## src/tbg_pkg.sv

```systemverilog
// Shared types and codes of the two-body gravity step block.
package tbg_pkg;

	localparam int MU_BITS = 48;

	localparam logic [1:0] FUNC_TICK   = 2'd0;
	localparam logic [1:0] FUNC_LOAD_P = 2'd1;
	localparam logic [1:0] FUNC_LOAD_S = 2'd2;

	localparam logic CFG_MU_STAR   = 1'b0;
	localparam logic CFG_MU_PLANET = 1'b1;

	typedef enum logic [3:0] {
		OP_NONE,
		OP_ACCEPT,
		OP_LOAD_P,
		OP_LOAD_S,
		OP_DIFF,
		OP_START,
		OP_STEP,
		OP_STORE,
		OP_POS,
		OP_OUT
	} op_t;

	typedef enum logic [3:0] {
		PH_SQX,
		PH_SQY,
		PH_SQRT,
		PH_DFP,
		PH_DFS,
		PH_DDX,
		PH_DDY,
		PH_AXP,
		PH_AYP,
		PH_AXS,
		PH_AYS
	} phase_t;

	typedef struct packed {
		op_t    op;
		phase_t phase;
	} cmd_t;

	typedef struct packed {
		logic [1:0] func;
		logic       zero;
	} stat_t;

endpackage

```

## src/tbg_ctrl.sv

```systemverilog
// Sequencer of the gravity step: walks the datapath through its phases.
module tbg_ctrl #(
	parameter int W     = 48,
	parameter int NUM_W = 96
) (
	input  logic            clk,
	input  logic            arst_n,
	input  logic            in_valid,
	output logic            in_ready,
	output logic            out_valid,
	input  logic            out_ready,
	input  tbg_pkg::stat_t  stat,
	output tbg_pkg::cmd_t   cmd
);
	import tbg_pkg::*;

	localparam int CNT_W = $clog2(NUM_W);

	typedef enum logic [2:0] {
		ST_IDLE,
		ST_DISPATCH,
		ST_DIFF,
		ST_START,
		ST_RUN,
		ST_STORE,
		ST_POS,
		ST_FINISH
	} state_t;

	state_t             state_q;
	phase_t             phase_q;
	logic [CNT_W-1:0]   cnt_q;
	logic               in_ready_q;
	logic               out_valid_q;
	logic               out_free;

	function automatic logic [CNT_W-1:0] last_step(input phase_t ph);
		logic [CNT_W-1:0] n;
		unique case (ph)
			PH_DFP, PH_DFS, PH_DDX, PH_DDY: n = CNT_W'(NUM_W - 1);
			default:                        n = CNT_W'(W - 1);
		endcase
		return n;
	endfunction

	function automatic phase_t next_phase(input phase_t ph);
		phase_t n;
		unique case (ph)
			PH_SQX:  n = PH_SQY;
			PH_SQY:  n = PH_SQRT;
			PH_SQRT: n = PH_DFP;
			PH_DFP:  n = PH_DFS;
			PH_DFS:  n = PH_DDX;
			PH_DDX:  n = PH_DDY;
			PH_DDY:  n = PH_AXP;
			PH_AXP:  n = PH_AYP;
			PH_AYP:  n = PH_AXS;
			PH_AXS:  n = PH_AYS;
			default: n = PH_AYS;
		endcase
		return n;
	endfunction

	assign out_free  = !out_valid_q || out_ready;
	assign in_ready  = in_ready_q;
	assign out_valid = out_valid_q;

	always_comb begin
		cmd.phase = phase_q;
		cmd.op    = OP_NONE;
		unique case (state_q)
			ST_IDLE:     cmd.op = (in_valid && in_ready_q) ? OP_ACCEPT : OP_NONE;
			ST_DISPATCH: begin
				priority case (stat.func)
					FUNC_LOAD_P: cmd.op = OP_LOAD_P;
					FUNC_LOAD_S: cmd.op = OP_LOAD_S;
					default:     cmd.op = OP_NONE;
				endcase
			end
			ST_DIFF:     cmd.op = OP_DIFF;
			ST_START:    cmd.op = OP_START;
			ST_RUN:      cmd.op = OP_STEP;
			ST_STORE:    cmd.op = OP_STORE;
			ST_POS:      cmd.op = OP_POS;
			ST_FINISH:   cmd.op = out_free ? OP_OUT : OP_NONE;
			default:     cmd.op = OP_NONE;
		endcase
	end

	always_ff @(posedge clk or negedge arst_n) begin
		if (!arst_n) begin
			state_q     <= ST_IDLE;
			phase_q     <= PH_SQX;
			cnt_q       <= '0;
			in_ready_q  <= 1'b1;
			out_valid_q <= 1'b0;
		end else begin
			// refill the output register as the old word leaves
			if (state_q == ST_FINISH && out_free)
				out_valid_q <= 1'b1;
			else if (out_ready)
				out_valid_q <= 1'b0;
			unique case (state_q)
				ST_IDLE: begin
					if (in_valid && in_ready_q) begin
						in_ready_q <= 1'b0;
						state_q    <= ST_DISPATCH;
					end
				end
				ST_DISPATCH: state_q <= (stat.func == FUNC_TICK) ? ST_DIFF : ST_FINISH;
				ST_DIFF: begin
					phase_q <= PH_SQX;
					state_q <= ST_START;
				end
				ST_START: begin
					cnt_q   <= last_step(phase_q);
					state_q <= ST_RUN;
				end
				ST_RUN: begin
					if (cnt_q == '0)
						state_q <= ST_STORE;
					else
						cnt_q <= cnt_q - 1'b1;
				end
				ST_STORE: begin
					// skip the force terms when the bodies coincide
					if ((phase_q == PH_SQY && stat.zero) || phase_q == PH_AYS) begin
						state_q <= ST_POS;
					end else begin
						phase_q <= next_phase(phase_q);
						state_q <= ST_START;
					end
				end
				ST_POS: state_q <= ST_FINISH;
				ST_FINISH: begin
					if (out_free) begin
						in_ready_q  <= 1'b1;
						state_q     <= ST_IDLE;
					end
				end
				default: state_q <= ST_IDLE;
			endcase
		end
	end

endmodule

```

## config.mk

```make
export PLATFORM = sky130hd
export DESIGN_NAME = tbg_ctrl
export DESIGN_NICKNAME = d
export VERILOG_FILES = /design/src/tbg_pkg.sv /design/src/tbg_ctrl.sv
export SDC_FILE = /design/constraint.sdc
export NUM_CORES = 1
export LEC_CHECK = 0
export ABC_AREA = 1
export BUFFER_PORTS_ARGS = -buffer_cell sky130_fd_sc_hd__buf_2
export CORE_MARGIN = 3
export CORE_UTILIZATION = 56
export DETAILED_ROUTE_END_ITERATION = 10
export PLACE_DENSITY = 0.78
export SYNTH_ARGS = -nofsm -noshare
export SYNTH_HDL_FRONTEND = slang
export SYNTH_SLANG_ARGS = --single-unit
```

## constraint.sdc

```tcl
create_clock -name clk -period 1.7 [get_ports clk]
set_clock_uncertainty 0.2 [all_clocks]
set_input_delay 0.255 -clock clk [delete_from_list [all_inputs] [get_ports clk]]
set_output_delay 0.255 -clock clk [all_outputs]
set_load 0.01 [all_outputs]
```

**Word-level counts from Yosys, hierarchy flattened**

Memory sizes are Yosys's and may differ from the RTL's.
Cells that the tools add are included.

- Register bits after elaboration: 16
- Bits in latches: 0
- Bits in writable memories: 0
- Memory bits (read-only): 64
- Bits of input ports: 7
- Output and inout port bits: 10
- Word-level logic and storage cells: 65
- Memories kept: 1

- $add $sub $neg: 1
- Multiply operators: 0
- Div/mod/pow operators: 0
- $lt $le $gt $ge: 0
- Equality and inequality tests: 20
- Shift-type cells: 0
- Muxes and demuxes: 20
- Bitwise operators: 0
- Reduce and logical (&&, ||, !) cells: 18

Memories:

| memory | words | bits a word | read ports | clocked after Yosys merged registers in | wr ports | line | RTL |
|---|---|---|---|---|---|---|---|
| (no name shown) | 16 | 4 | 1 | 0 | 0 | tbg_ctrl.sv:48 | `unique case (ph)` |

Operator list:

| kind | count |
|---|---|
| one-hot mux 4 bit (8 select lines) | 1 |
| one-hot mux 3 bit (8 select lines) | 1 |
| 2-to-1 mux 3 bit | 5 |
| 2-to-1 mux 7 bit | 2 |
| one-hot mux 7 bit (2 select lines) | 1 |
| == test 3 bit, second input constant | 4 |
| == test 4 x 3 -> 1 bit, second input constant | 3 |
| inequality test 2 bit, second input constant | 5 |
| 2-to-1 mux 4 bit | 2 |
| one-hot mux 4 bit (2 select lines) | 1 |
| nonzero test 2 bit | 4 |
| logical NOT 7 bit | 1 |
| subtractor 7 x 1 -> 7 bit, second input constant | 1 |
| == test 3 x 2 -> 1 bit, second input constant | 2 |
| AND reduction 3 bit | 2 |
| 2-to-1 mux 1 bit | 5 |
| == test 4 x 1 -> 1 bit, second input constant | 1 |
| == test 4 x 2 -> 1 bit, second input constant | 1 |
| == test 4 bit, second input constant | 1 |
| one-hot mux 2 bit (2 select lines) | 1 |
| AND reduction 2 bit | 2 |
| OR reduction 4 bit | 1 |
| == test 3 x 1 -> 1 bit, second input constant | 1 |
| logical AND 1 bit | 3 |
| 7 further kinds | 8 |

**Depth between registers and ports, before layout**

- Depth in word-level cells: 5
- Mapped depth: 10
- Gate-level depth less buffers: 10

**Least setup slack after synthesis**

Ideal clock, no wire load.

- Path kind: register to register
- Start: register phase_q[0]
- End: register cnt_q[4]
- Setup time: 0.121 ns
- Data arrival time: 1.189 ns
- Data required time: 1.379 ns
- Setup slack: 0.190 ns
- Cell stages (with the launch flop): 11
- Path buffers: 0
- Period minus slack after synthesis: 1.510 ns
- Cells stage by stage: dfrtp_1 -> inv_1 -> ha_1 -> nor2_1 -> nand2_1 -> nand2_1 -> nand2_1 -> nand2_1 -> nand2_1 -> nand2_1 -> o21ai_1

- Cells in the longest elaborated chain, start to end: 4
- Elaborated cells on any way between the ends: 7
- Classes of those cells: eq/ne: 4; mux: 2; reduce/logical: 1

Ends and longest elaborated chain:

| element | line | RTL |
|---|---|---|
| start: declaration | tbg_ctrl.sv:31 | `phase_t phase_q;` |
| start signal: assignment | tbg_ctrl.sv:130 | `phase_q <= next_phase(phase_q);` |
| == test 4 x 2 -> 1 bit / == test 4 x 3 -> 1 bit (equally long branches) | tbg_ctrl.sv:39 | `unique case (ph)` |
| OR reduction 4 bit * | tbg_ctrl.sv:39 |  |
| 2-to-1 mux 7 bit * | tbg_ctrl.sv:39 |  |
| one-hot mux 7 bit (2 select lines) * | tbg_ctrl.sv:103 | `unique case (state_q)` |
| end signal: assignment | tbg_ctrl.sv:116 | `cnt_q <= last_step(phase_q);` |
| end signal: assignment | tbg_ctrl.sv:123 | `cnt_q <= cnt_q - 1'b1;` |
| end: declaration | tbg_ctrl.sv:32 | `logic [CNT_W-1:0] cnt_q;` |

Mark *: on every way between the ends. The rest lies on a longest branch, timed or not.
A chain may end at the register's enable or synchronous reset.

==> flow_metrics.tcl <==
set metrics [dict create \
    grt_max_degree 17 \
    synth_area_leaders "dfrtp_1 (31%), nand2_1 (13%), ha_1 (10%)" \
    cpLargestDelayFamily "flip-flops" \
    final-instance-count-excl-fill 220 \
    gp_congestion 0.857 \
    wl_um 2830 \
    setup_viol 4 \
    fillers 125 \
    crit_buf_inv 2 \
    synth_edf_count 0 \
    hold_class "in2reg" \
    drt-initial-drc-count 37 \
    drtPass1Iterations 4 \
    async_flop_share 1.00 \
    syn_area_sq_um 1200 \
    syn_nets 176 \
    seq_area_frac_synth 0.336 \
    place_area_sq_um 1320 \
    relSlewSlack 0.746 \
    status "finished with violations" \
    path_cells "nand3_2 > nor2_2 > inv_2 > nand3_2 > a21oi_2 > nand2_1 > buf_2" \
    worstMarginPinSlew_ns 0.381 \
    path_clk_slew_ns 0.11 \
    setup_ws_ns -0.141 \
    dp_cells 203 \
    swShare 0.486 \
    clock_sinks 16 \
    grt_pass1_vias 1032 \
    vias_per_cell 5.22 \
    fmax_mhz 543 \
    netlist_instances 159 \
    grt_pass1_wl_um 4440 \
    synth_common_cells "nand2_1 (40), inv_1 (21), nand3_1 (20)" \
    fp-row-count 16 \
    yosys.area.top_type_share 0.314 \
    route.detailed.drc 0 \
    vias 1148 \
    ys_ff_latch 16 \
    cp-start-kind "register" \
    die_w_um 52.2 \
    p_per_area_nw_per_um2 1700 \
    antenna_found_initial 0 \
    stdcell_area_sq_um 1530 \
    cp.arrival_ns 1.39 \
    fin_crit_sh 1.08 \
    power_frac_clock 0.102 \
    cts_tree "done" \
    failed_checks "negative setup slack" \
    insertion_delay_ns 0.29 \
    yosys.area.top_type "dfrtp_1" \
    cts_buffers 3 \
    htreeDepth 1 \
    ir_worst_vdd_mv 1.20 \
    syn_to_final_growth_pct 28.2 \
    p_int_mw 1.34 \
    worst_path_most_repeated_cell "nand3_2" \
    initial_core_util 0.604 \
    critPathRequiredTime_ns 1.24 \
    leakage_nw 0.782 \
    drtAntennaViolNets 0 \
    drv_slew 0 \
    port_buffers 16 \
    grt.total_usage 0.217 \
    critPathMaxFanout 6 \
    drive_gt1_frac 0.358 \
    syn_avg_cell_area_sq_um 7.52 \
    synthFlopType "dfrtp_1" \
    period_needed_ns 1.84 \
    switching_power_mw 1.26 \
    grt_overflow_total 0 \
    cts-root-buf "clkbuf_4" \
    max_stage_delay_ns 0.50 \
    worst_setup_path_end_kind "output pin" \
    path_class "reg2out" \
    p_comb_frac 0.626 \
    yosysUniqueCellTypes 25 \
    hold_viol_final 0 \
    critPathSlowestCell "dfrtp_2" \
    ios 17 \
    rsz0062_at_grt "true" \
    post-dp-hpwl_um 1910 \
    core-area_sq_um 1980 \
    cap_violations 0 \
    n_antenna_cell 0 \
    yosys_warnings 0 \
    fp.dieH_um 52.2 \
    p_seq_frac 0.272 \
    clk_path_buf_depth 2 \
    nets 211 \
    synth.most_common_cell "nand2_1" \
    wire_per_inst_um 12.9 \
    die_area_sq_um 2730 \
]
## flip-flops by register name (all words and copies together), names as in the netlist
signal and count:
state_q 3, phase_q 4, cnt_q 7, in_ready 1
out_valid 1
## cell usage in the layout, fill, tap and decap left out, drive strengths merged
| cell | instances |
|---|---|
| o31ai | 1 |
| and2 | 1 |
| dfstp | 1 |
| a21oi | 2 |
| o21ai | 14 |
| nand2 | 42 |
| clkbuf | 4 |
| o211ai | 1 |
| nand3 | 23 |
| inv | 22 |
| o21a | 2 |
| nand4 | 2 |
| buf | 30 |
| xor2 | 1 |
| dfrtp | 15 |
| ha | 10 |
| nor2 | 20 |
| dlygate4sd3 | 2 |
## power groups by stage
stage	clock network, mW	registers, mW	logic (mW)
final	0.264	0.707	1.63
after CTS	0.264	0.690	1.43
after global placement	0	0.671	1.23
after global routing	0.281	0.723	1.80
after detailed placement	0	0.680	1.27
after floorplan	0	0.663	0.950
## kinds of logic (layout without fill, tap and decap cells)
logic type,Yosys count,in the layout,share of synthesized area
and+or+nand+nor,88,88,0.366
buffers and inverters,24,58,0.0847
AOI/OAI and AO/OA,20,20,0.101
DFF,16,16,0.336
adders and majority gates,10,10,0.105
xor gates and xnor gates,1,1,0.00732
## cell type report
class                      count  area, sq um  share of cell area
clock buffer                   4         36.3              0.0237
inverter                      22         87.6              0.0571
multi-input combinational    119          762               0.497
sequential                    16          405               0.264
tap                           27         33.8              0.0220
timing repair buffer          32          209               0.136
## stage by stage
stage	power, mW	TNS [ns]	util	setup WS (ns)	hold WS (ns)
2_1_floorplan	1.61	0	-	0.190	-0.241
3_3_place_gp	1.90	0	0.664	0.132	-0.00730
3_5_place_dp	1.95	0	0.664	0.0621	-0.00244
4_1_cts	2.39	-0.308	0.728	-0.122	0.0423
5_1_grt	2.80	-0.647	0.774	-0.214	0.0368
6_report	2.60	-0.254	0.774	-0.141	0.0267
## what timing repair did
action                                 CTS  global route
gates cloned                             0             0
pin swaps                                3             4
endpoints found under the hold margin   17             0
setup buffers                            4             7
setup endpoints to repair                4            12
gates resized for setup                 17            13
hold buffers                             2             0
## worst paths after layout
path                       slack (ns)       start       end  depth (start not counted)
hold / removal                   0.03    in_valid  in_ready                          3
setup reg to reg                 0.06  state_q[0]  cnt_q[6]                          9
max in group asynchronous        0.79      arst_n  in_ready                          2
hold reg to reg                  0.37    in_ready  in_ready                          1
setup / recovery                -0.14  state_q[0]    cmd[4]                          7
min in group asynchronous        0.20      arst_n  cnt_q[4]                          2
## layer usage
metal | part of all wire | up-vias | track usage
met1 | 0.42 | 537 | 0.281
met2 | 0.53 | 27 | 0.372
li1 | - | 582 | -
met5 | 0 | - | 0
met4 | 0.010 | 0 | 0.0723
met3 | 0.034 | 2 | 0.0285
## worst reg2reg max path: cells and delay by family, from the launching register on
family / cells / cell delay [ns]
DFF: 1 / 0.50
and+or+nand+nor: 6 / 0.54
buffers and inverters: 3 / 0.31
Power figures use the tool's default switching activity.
